## src/rtl/btpc_pkg.sv

```systemverilog
// Shared types and constants for the barometric temperature/pressure compensation block.
// No dependencies; btpc_front, btpc_back and the top level use it by scoped names.
package btpc_pkg;

  localparam int unsigned RawW    = 20;
  localparam int unsigned TempW   = 16;
  localparam int unsigned PressW  = 20;
  localparam int unsigned CfgIdxW = 4;
  localparam int unsigned CfgDatW = 32;

  // register indexes of the configuration port
  localparam logic [CfgIdxW-1:0] RegT1   = 4'd0;
  localparam logic [CfgIdxW-1:0] RegT2   = 4'd1;
  localparam logic [CfgIdxW-1:0] RegT3   = 4'd2;
  localparam logic [CfgIdxW-1:0] RegP1   = 4'd3;
  localparam logic [CfgIdxW-1:0] RegP23  = 4'd4;
  localparam logic [CfgIdxW-1:0] RegP45  = 4'd5;
  localparam logic [CfgIdxW-1:0] RegP67  = 4'd6;
  localparam logic [CfgIdxW-1:0] RegP89  = 4'd7;

  localparam logic [63:0] TFineOffset = 64'd128000;
  localparam logic [63:0] PressScale  = 64'd3125;
  localparam logic [63:0] PressFull   = 64'd1048576;
  localparam logic [63:0] PressMax    = 64'd1048575;
  localparam logic [63:0] PressBias   = 64'd1 << 47;

  typedef struct packed {
    logic [RawW-1:0] raw_temperature;
    logic [RawW-1:0] raw_pressure;
  } item_t;

  typedef struct packed {
    logic [15:0] t1;
    logic [15:0] t2;
    logic [15:0] t3;
    logic [15:0] p1;
    logic [31:0] p23;
    logic [31:0] p45;
    logic [31:0] p67;
    logic [31:0] p89;
  } coeff_t;

  // handshake between the queue and the sequencer
  typedef struct packed {
    logic  avail;
    item_t item;
  } queue_head_t;

  typedef enum logic [2:0] {
    BK_IDLE,
    BK_LAUNCH,
    BK_WAIT,
    BK_DIV_LAUNCH,
    BK_DIV_WAIT,
    BK_OUT
  } bk_state_e;

  // sequencer steps, one per multiply (and one for the divide)
  typedef enum logic [3:0] {
    ST_TA,
    ST_TDD,
    ST_TB,
    ST_V1SQ,
    ST_V2A,
    ST_V2B,
    ST_V1A,
    ST_V1B,
    ST_V1C,
    ST_NUM,
    ST_DIV,
    ST_W1A,
    ST_W1B,
    ST_W2
  } step_e;

  function automatic logic [63:0] sx16(input logic [15:0] v);
    sx16 = {{48{v[15]}}, v};
  endfunction

  function automatic logic [63:0] sx32(input logic [31:0] v);
    sx32 = {{32{v[31]}}, v};
  endfunction

endpackage

```

## src/rtl/btpc_front.sv

```systemverilog
// Front end: accepts requests and holds them in a two-entry queue.
// Depends on btpc_pkg.
module btpc_front (
  input  logic                 clk_i,
  input  logic                 rst_ni,
  input  logic                 push_i,
  input  btpc_pkg::item_t      item_i,
  input  logic                 pop_i,
  output logic                 full_o,
  output btpc_pkg::queue_head_t head_o
);

  btpc_pkg::item_t slot_q [2];
  logic            wr_ptr_q, rd_ptr_q;
  logic [1:0]      count_q;

  always_ff @(posedge clk_i) begin
    if (push_i) begin
      slot_q[wr_ptr_q] <= item_i;
    end
  end

  always_ff @(posedge clk_i or negedge rst_ni) begin
    if (!rst_ni) begin
      wr_ptr_q <= 1'b0;
      rd_ptr_q <= 1'b0;
      count_q  <= 2'd0;
    end else begin
      if (push_i) wr_ptr_q <= ~wr_ptr_q;
      if (pop_i) rd_ptr_q <= ~rd_ptr_q;
      count_q <= count_q + 2'(push_i) - 2'(pop_i);
    end
  end

  assign full_o       = count_q[1];
  assign head_o.avail = (count_q != 2'd0);
  assign head_o.item  = slot_q[rd_ptr_q];

endmodule

```

## config.mk

```make
export PLATFORM = sky130hd
export DESIGN_NAME = btpc_front
export DESIGN_NICKNAME = d
export VERILOG_FILES = /design/src/rtl/btpc_pkg.sv /design/src/rtl/btpc_front.sv
export SDC_FILE = /design/constraint.sdc
export NUM_CORES = 1
export LEC_CHECK = 0
export ABC_AREA = 1
export ABC_CLOCK_PERIOD_IN_PS = 7300
export BUFFER_PORTS_ARGS = -buffer_cell sky130_fd_sc_hd__buf_2
export CORE_MARGIN = 2
export CORE_UTILIZATION = 45
export DETAILED_ROUTE_END_ITERATION = 6
export PLACE_DENSITY_LB_ADDON = 0.05
export SLEW_MARGIN = 5
export SYNTH_ARGS = -nofsm -noshare
export SYNTH_HDL_FRONTEND = slang
export SYNTH_SLANG_ARGS = --single-unit
```

## constraint.sdc

```tcl
create_clock -name clk_i -period 7.3 [get_ports clk_i]
set_input_delay 0.365 -clock clk_i [delete_from_list [all_inputs] [get_ports clk_i]]
set_output_delay 0.365 -clock clk_i [all_outputs]
set_load 0.005 [all_outputs]
```

* Word-level counts from Yosys, hierarchy flattened
Memory sizes are Yosys's and may differ from the RTL's.
Index checks and enable logic that the tools add are counted.
** Storage, ports and cells
- Bits in latches :: 0
- Bits in writable memories :: 80
- Memories kept :: 1
- Bits in read-only memories :: 0
- Register bits :: 4
** Cells by class
- Shift-type cells :: 0
- Bitwise operators :: 2
- Multiplexer cells :: 2
- Magnitude comparators :: 0
- Equality and inequality tests :: 0
- $add $sub $neg :: 2
- Div/mod/pow operators :: 0
- Reductions and logical operators :: 1
- $mul :: 0
** Memory list
- slot_q :: words 2, width 40, read ports 1, clocked after memory_dff 0, write ports 1, RTL line btpc_front.sv:13 : btpc_pkg::item_t slot_q [2];
** Operators with widths (count)
- $add 2x1->2 :: 1
- $mux 1 :: 2
- $not 1->1 :: 2
- $reduce_bool 2->1 :: 1
- $sub 2x1->2 :: 1

* Logic depth before layout (Yosys ltp)
Gate-level depths: netlist (run 1).
- Depth after elaboration :: 2
- Depth in mapped cells :: 7
- Depth with buffers taken out :: 7

* Worst setup path after synthesis (run 1)
No wires, ideal clock.
- Kind :: register to register
- From :: register wr_ptr_q
- To :: memory slot_q[0][0] (netlist bit), enable pin
- Library setup time :: 438 ps
- Setup slack :: 4766 ps
- Required time :: 6862 ps
- Period minus slack after synthesis :: 2534 ps
- Arrival :: 2095 ps
- Cell stages (with the launch flop) :: 2
- Cell sequence :: dfrtp_1 nor2_1
** RTL lines
- start: declaration :: RTL line btpc_front.sv:14 : logic wr_ptr_q, rd_ptr_q;
- start signal: assignment :: RTL line btpc_front.sv:29 : if (push_i) wr_ptr_q <= ~wr_ptr_q;
- end: declaration :: RTL line btpc_front.sv:13
Straight into the memory's write port.

==> flow_summary.toml, run 1 <==
[run_status]
status = "completed"

[detailed_routing]
routed_wl_um = 5160
first_iter_violations = 50
wl_met1_um = 2330
avgRoutedWirePerCell_um = 12.1
dr.pass1.iters = 4
highest_layer = "met4"
drc = 0
postRouteAntennaNets = 0
dr_wl_met3_um = 276
dr_wl_met2_um = 2470
vias_per_cell = 4.41
via_count = 1877

[power_and_ir_drop]
pwr-share-clk = 0.233
power.leakage_nw = 1.74
power.total_mw = 1.47
p_per_area_mw_per_mm2 = 363
peakVddDrop_v = 0.000245
seqPwrFrac = 0.511
sw_frac_of_total = 0.312
power_frac_comb = 0.256
p_int_mw = 1.01
switchingPower_mw = 0.458

[finish]
stdcell_area_sq_mm = 0.00404
fin_cells = 426
seq_area_sq_mm = 0.00251
diodes = 0
drive_gt1_frac = 0.434
multi_input_area_sq_um = 586
fin_nets = 368
area_delta_synth_final_pct = 20.3
nFillCells = 636

[clock_network]
clock_latency_ns = 0.34
path_clk_slew_ns = 0.08
htreeDepth = 3
ctsRootBufferMaster = "clkbuf_8"
cts_max_path_buffers = 2
numCtsBuffers = 9
ctsResizeCount = 0
clock_sinks = 84
cts_tree = "done"

[global_route]
grt_pass1_wl_um = 8570
grt_pass1_vias = 1814
antenna_found_initial = 0
overflow = 0
grt_max_degree = 82
track_usage = 0.138

[sta]
hold_viol_final = 0
max-slew-margin-rel = 0.284
layout_min_cycle_time_ns = 2.29
fin_tns_setup_ns = 0
period_share = 0.314
rsz0062_at_grt = "false"
report.final.slew_viol_count = 0
setup-violations-final = 0
clock_skew_ns = 0.00562
max_slew.worst_pin.slew_ns = 1.07
clock.fmax_ghz = 0.436

[die]
die_area_sq_mm = 0.00817
num_rows = 31
pin_count = 86
die_w_um = 90.4
start_util = 0.463
core_area_sq_mm = 0.00725
die_h_um = 90.4

[setup_path]
worstSetupStartpointType = "flip-flop"
cp_slowest_stage_delay_ns = 1.08
criticalPathCategory = "flip-flop to output port"
crit_family = "flip-flops"
timing.critical_path.arrival_ns = 1.93
worstPathRequired_ns = 6.93
critPathCaptureType = "output port"
cp_slowest_cell = "dfrtp_4"
path_buf_inv = 1
critical_path.cell_chain = "nand2_1, o21ai_2, buf_2"
worstPathMaxFanout = 81

[synth]
syn_avg_cell_area_sq_um = 14.4
yosysSeqAreaShare = 0.745
synth.distinct_cells = 10
yosysWarnings = 0
syn-num-nets = 279
synthCells = 233
syn_area_sq_mm = 0.00336
synth-seq-cells = 84

[placement]
place_congestion = 0.658
placed_area_sq_mm = 0.00382
dpl.hpwl_um = 3180
io_buffers = 85
placedCellCount = 409

[min_path]
hold_class = "input pin to flip-flop"

[job]
maxCapViolations = 0
==> power groups by stage <==
stage               logic [mW]  clock network [mW]  registers, mW
floorplan                0.343                   0          0.674
global placement         0.380                   0          0.761
detailed placement       0.384                   0          0.765
CTS                      0.386               0.350          0.754
global route             0.429               0.372          0.774
finish                   0.375               0.341          0.749
==> worst paths after layout <==
kind                            start  cells past startpoint            end  slack, ns
hold reg to reg              wr_ptr_q                      1       wr_ptr_q       0.54
min in group asynchronous      rst_ni                      2     count_q[0]       0.36
setup / recovery             rd_ptr_q                      3     head_o[10]       5.01
setup reg to reg             wr_ptr_q                      2   slot_q[0][6]       5.59
hold / removal             item_i[27]                      1  slot_q[1][27]       0.21
max in group asynchronous      rst_ni                      2       rd_ptr_q       6.80
==> flip-flops by register name, indices dropped and copies added, names as in the netlist <==
| register | count |
|---|---|
| wr_ptr_q | 1 |
| count_q | 2 |
| slot_q | 80 |
| rd_ptr_q | 1 |
==> cell usage after synthesis <==
cell	number	area, sq um
o21ai_2	40	350
nor2_1	1	3.75
buf_6	9	101
xor2_1	2	17.5
nand2_1	47	176
nand3_1	1	5.00
ha_1	2	25.0
dfrtp_1	4	100
inv_1	47	176
edfxtp_1	80	2400
==> layout make-up <==
| class | instances | area share |
|---|---|---|
| clock buffers | 9 | 0.0307 |
| clock inverters | 7 | 0.0201 |
| inverters | 47 | 0.0437 |
| multi-input cells | 93 | 0.145 |
| flip-flops and latches | 84 | 0.620 |
| well taps | 99 | 0.0307 |
| repair buffers | 87 | 0.110 |
==> logic make-up after synthesis <==
logic type / Yosys count / share of synthesized area
AO/OA/AOI/OAI: 40 / 0.104
AND/OR/NAND/NOR: 49 / 0.0551
flip-flops: 84 / 0.745
adder cells (fa/ha/maj): 2 / 0.00745
XOR/XNOR: 2 / 0.00522
buffers and inverters: 56 / 0.0827
==> metrics by stage <==
step,utilization,setup slack (ns),hold slack (ns)
final,0.557,5.01,0.209
after global routing,0.557,4.79,0.179
after CTS,0.557,4.99,0.194
after detailed placement,0.527,5.37,0.181
after global placement,0.527,5.40,0.180
after floorplan,-,4.77,0.0694
==> layout by cell type (no fill, tap or decap) <==
master,netlist,final
xor2_1,2,2
nand3_1,1,1
clkinv_2,0,2
buf_4,0,1
clkinv_1,0,3
buf_2,0,85
inv_2,0,1
edfxtp_1,80,80
nand2_1,47,47
clkbuf_8,0,9
nor2_4,0,1
dfrtp_1,4,3
inv_1,47,46
dlygate4sd3_1,0,1
bufinv_16,0,2
o21ai_2,40,40
ha_1,2,2
dfrtp_4,0,1
==> what timing repair did <==
item / 4_1_cts / 5_1_grt
hold buffers: 1 / 0
buffers inserted: 0 / 0
endpoints found under the hold margin: 4 / 0
==> per-layer routing <==
| layer | GRT usage | up-vias |
|---|---|---|
| li1 | - | 958 |
| met4 | 0.0654 | 0 |
| met5 | 0 | - |
| met3 | 0.0484 | 9 |
| met2 | 0.208 | 53 |
| met1 | 0.179 | 857 |
No activity file was read; power rests on OpenSTA's default activity.
==> run 2, diff against run 1 <==
Settings changed: ABC_CLOCK_PERIOD_IN_PS 7300 to 2300.
Clock period 7.3 ns to 2.3 ns, I/O delays scaled along.
==> flow_summary.toml, run 2 (synthesis results as in run 1) <==
[run_status]
status = "completed"

[power_and_ir_drop]
switchingPower_mw = 1.48
power.leakage_nw = 1.94
p_int_mw = 3.30
sw_frac_of_total = 0.309
pwr-share-clk = 0.225
seqPwrFrac = 0.465
peakVddDrop_v = 0.000541
power_frac_comb = 0.310
p_per_area_mw_per_mm2 = 1060

[setup_path]
timing.critical_path.arrival_ns = 1.72
critical_path.cell_chain = "buf_12, nand2_1, o21ai_2, buf_2"
rrSetupSlack_ns = 0.82
criticalPathCategory = "flip-flop to output port"
worstSetupStartpointType = "flip-flop"
worstPathMaxFanout = 50
worstPathRequired_ns = 2.18
crit_start = "rd_ptr_q"
cp_slowest_cell = "dfrtp_4"
r2r_start = "wr_ptr_q"
critPathCaptureType = "output port"
cp_slowest_stage_delay_ns = 0.70

[sta]
max_slew.worst_pin.slew_ns = 0.499
clock.fmax_ghz = 0.544
layout_min_cycle_time_ns = 1.84
rsz0062_at_grt = "false"
fin_tns_setup_ns = 0
clock_skew_ns = 0.00316
setup-violations-final = 0
report.final.slew_viol_count = 0
hold_viol_final = 0
max-slew-margin-rel = 0.667
holdWs_ns = 0.114
period_share = 0.800

[finish]
diodes = 0
drive_gt1_frac = 0.391
area_delta_synth_final_pct = 34.2
regMostFlops = "slot_q"
largest_reg_flops = 80
fin_nets = 413
nFillCells = 599
layout_common_cells = "buf_2 (85), edfxtp_1 (80), nand2_1 (47)"
fin_cells = 470
layout_commonest_cell = "buf_2"
top_regs = "slot_q: 80 flops, count_q: 2 flops"

[clock_network]
clock_sinks = 84
clock_latency_ns = 0.33
cts_max_path_buffers = 2
htreeDepth = 3
numCtsBuffers = 9
ctsResizeCount = 0
cts_tree = "done"
path_clk_slew_ns = 0.07
postCtsSetupBuffers = 0
ctsRootBufferMaster = "clkbuf_8"

[global_route]
grt_pass1_wl_um = 9480
antenna_found_initial = 0
overflow = 0
grt_pass1_vias = 2060
grt_max_degree = 51
track_usage = 0.152

[placement]
place_congestion = 0.706
io_buffers = 85
placedCellCount = 412
dpl.hpwl_um = 3620

[detailed_routing]
via_count = 2054
vias_per_cell = 4.37
postRouteAntennaNets = 0
drc = 0
routed_wl_um = 5730
first_iter_violations = 65
avgRoutedWirePerCell_um = 12.2
dr.pass1.iters = 4

[min_path]
hold_class = "input pin to asynchronous set/reset pin"

[die]
core_area_sq_mm = 0.00725
num_rows = 31
die_w_um = 90.4
die_area_sq_mm = 0.00817
pin_count = 86
start_util = 0.463
die_h_um = 90.4

[job]
maxCapViolations = 0
[run 2: final timing paths]
check | end | cells after the start
max | head_o[31] | 4
min | wr_ptr_q | 2
max reg2reg | slot_q[0][13] | 2
min reg2reg | wr_ptr_q | 1
max in group asynchronous | rd_ptr_q | 2
min in group clk_i | slot_q[0][21] | 2
[run 2: per-stage QoR]
stage,area (sq um),total power [mW],setup WS (ns),util
3_3_place_gp,3870,3.69,0.777,0.534
2_1_floorplan,3360,3.23,0.425,-
4_1_cts,4510,4.85,0.446,0.621
6_report,4510,4.77,0.460,0.621
3_5_place_dp,3870,3.72,0.787,0.534
5_1_grt,4510,5.12,0.310,0.621
[run 2: area by class of cell]
cell class / instances / area [sq um] / area share
sequential: 84 / 2510 / 0.556
timing repair buffer: 132 / 911 / 0.202
clock buffer: 9 / 124 / 0.0275
multi-input combinational: 93 / 586 / 0.130
inverter: 47 / 176 / 0.0391
tap: 99 / 124 / 0.0275
clock inverter: 6 / 80.1 / 0.0178
[run 2: critical path: cells and delay by family (launching register included)]
kind,cells,cell delay [ns]
flip-flops,1,0.70
AND/OR/NAND/NOR,1,0.10
AO/OA/AOI/OAI,1,0.08
buffers and inverters,2,0.45
[run 2: power by group through the flow]
stage / Combinational, mW / Clock [mW] / Sequential [mW]
floorplan: 1.09 / 0 / 2.14
global placement: 1.44 / 0 / 2.25
detailed placement: 1.46 / 0 / 2.26
CTS: 1.52 / 1.11 / 2.23
global route: 1.69 / 1.17 / 2.26
finish: 1.48 / 1.07 / 2.22
[run 2: per-layer routing]
metal | part of all wire | routed length, um | global-route usage
met5 | 0 | 0 | 0
met4 | 0.018 | 106 | 0.0603
met3 | 0.051 | 292 | 0.0492
met2 | 0.50 | 2880 | 0.264
met1 | 0.43 | 2460 | 0.174
[run 2: repair_timing]
action,4_1_cts,5_1_grt
endpoints found under the setup margin,0,0
hold buffers,43,0
hold endpoints to repair,86,0
==> run 3, diff against run 2 <==
Settings changed: ABC_AREA 1 to 0, ABC_CLOCK_PERIOD_IN_PS 2300 to 1500.
Clock period 2.3 ns to 1.5 ns, I/O delays scaled along.
==> flow_summary.toml, run 3 <==
[run_status]
status = "finished, violations left"
failed_checks = "negative setup slack"

[synth]
synthFlopType = "edfxtp_1"
synth-seq-cells = 84
synth.mux.area_fraction = 0.182
synthMostInstantiatedCell = "edfxtp_1"
yosysSeqAreaShare = 0.762
yosys-top-cells-count = "edfxtp_1 (80), mux2_4 (39), buf_12 (4), dfrtp_1 (4)"
yosys.area_share.simple = 0.00572
synthCells = 139
synth_edf_count = 80
synthArstFlopShare = 0.0476
synth-xor-area-share = 0.0126
synth_compound_area_frac = 0
netlist.area_leader.share = 0.732
yosysWarnings = 0
synth_top_area_cell = "edfxtp_1"
syn_avg_cell_area_sq_um = 23.6
syn-num-nets = 185
synth.distinct_cells = 13
synth_top_family_by_area = "multiplexers"
synthAdderAreaFrac = 0.00762
synthTopCellsByArea = "edfxtp_1 (73%), mux2_4 (18%), dfrtp_1 (3.0%)"
syn_area_sq_mm = 0.00328

[finish]
drive_gt1_frac = 0.521
diodes = 0
post-route-util = 0.649
stdcell_area_sq_mm = 0.00466
area_delta_synth_final_pct = 41.8
layout_common_cells = "edfxtp_1 (80), buf_2 (58), dlygate4sd3_1 (43)"
largest_reg_flops = 80
top_regs = "slot_q: 80 flops, count_q: 2 flops"
layout_commonest_cell = "edfxtp_1"
fin_nets = 325
regMostFlops = "slot_q"

[min_path]
hold_class = "input pin to asynchronous set/reset pin"

[sta]
hold_viol_final = 0
report.final.slew_viol_count = 0
max_slew.worst_pin.slew_ns = 0.209
max-slew-margin-rel = 0.861
setup-violations-final = 23
finalWorstSetupSlack_ns = -0.0175
clock_skew_ns = 0.00492
clock.fmax_ghz = 0.659
period_share = 1.01
layout_min_cycle_time_ns = 1.52
rsz0062_at_grt = "true"

[global_route]
grt_pass1_vias = 1786
antenna_found_initial = 0
track_usage = 0.140
grt_pass1_wl_um = 7910
overflow = 0
grt_max_degree = 27

[clock_network]
cts_max_path_buffers = 2
htreeDepth = 3
clock_sinks = 84
clock_latency_ns = 0.34
cts_tree = "done"
numCtsBuffers = 9
path_clk_slew_ns = 0.08
ctsRootBufferMaster = "clkbuf_8"

[setup_path]
cp_slowest_cell = "dfrtp_2"
path_buf_inv = 2
worstSetupStartpointType = "flip-flop"
critical_path.cell_chain = "buf_12, mux2_4, buf_6"
worstPathMaxFanout = 26
critPathCaptureType = "output port"
criticalPathCategory = "flip-flop to output port"
cp_slowest_stage_delay_ns = 0.41
crit_family = "flip-flops"
timing.critical_path.arrival_ns = 1.44
worstPathRequired_ns = 1.42

[die]
start_util = 0.458
num_rows = 31
die_h_um = 89.4
die_area_sq_mm = 0.00800
core_area_sq_mm = 0.00718
pin_count = 86
die_w_um = 89.4

[detailed_routing]
first_iter_violations = 71
routed_wl_um = 5540
via_count = 1735
vias_per_cell = 4.53
drc = 0
postRouteAntennaNets = 0
dr.pass1.iters = 4
avgRoutedWirePerCell_um = 14.5

[power_and_ir_drop]
power.leakage_nw = 1.90
p_per_area_mw_per_mm2 = 1640
power.total_mw = 7.65
peakVddDrop_v = 0.000990

[job]
maxCapViolations = 0

[placement]
place_congestion = 0.646
pre_cts_ws_ns = 0.332
io_buffers = 85
placed_area_sq_mm = 0.00387
## run 3: cell count changes in the layout (fill, tap and decap cells not counted), sizes merged, moves of 2 or more
cell,delta
nand2,-47
o21ai,-40
inv,-45
mux2,+40
buf,+2
## run 3: metal layers
| metal | GRT usage | part of all wire |
|---|---|---|
| met4 | 0.0828 | 0.013 |
| met5 | 0 | 0 |
| met1 | 0.139 | 0.39 |
| met3 | 0.0369 | 0.036 |
| met2 | 0.258 | 0.56 |
## run 3: path summary, 6_finish.rpt
path / startpoint / end / depth (start not counted) / slack (ns)
setup reg to reg: count_q[0] / count_q[1] / 5 / 0.32
max in group asynchronous: rst_ni / rd_ptr_q / 2 / 1.28
min in group clk_i: item_i[15] / slot_q[0][15] / 2 / 0.46
hold / removal: rst_ni / count_q[0] / 2 / 0.08
hold reg to reg: wr_ptr_q / wr_ptr_q / 1 / 0.53
setup / recovery: rd_ptr_q / head_o[4] / 3 / -0.02
## run 3: cells by family (layout without fill, tap and decap cells)
group	count (synthesis)	after routing
xor+xnor	3	3
simple gates	3	3
mux	40	40
buf+inv	7	152
flops	84	84
fa+ha+maj	2	2
## run 3: power breakdown
part	switching [mW]	internal [mW]
combinational	1.06	1.83
clock	0.735	0.753
sequential	0.150	3.12
total	1.95	5.70
## run 3: metrics by stage
step,setup TNS (ns),instances,hold WS (ns)
final,-0.228,383,0.0821
after global routing,-1.65,383,0.0684
after CTS,-0.970,383,0.0419
after detailed placement,0,324,-0.113
after global placement,0,324,-0.118
after floorplan,0,139,-0.221
## run 3: repair_timing
| action | 4_1_cts | 5_1_grt |
|---|---|---|
| endpoints found under the hold margin | 86 | 0 |
| hold buffers | 43 | 0 |
| setup endpoints to repair | 26 | 28 |
| setup buffers | 0 | 0 |
| gates resized for setup | 21 | 7 |
## run 3: layout make-up
cell class              instances  area (sq um)
multi-input cells              48           694
inverters                       2          7.51
flip-flops and latches         84          2500
fillers                       516          2520
clock buffers                  10           128
repair buffers                134          1140
clock inverters                 6          55.1
well taps                      99           124
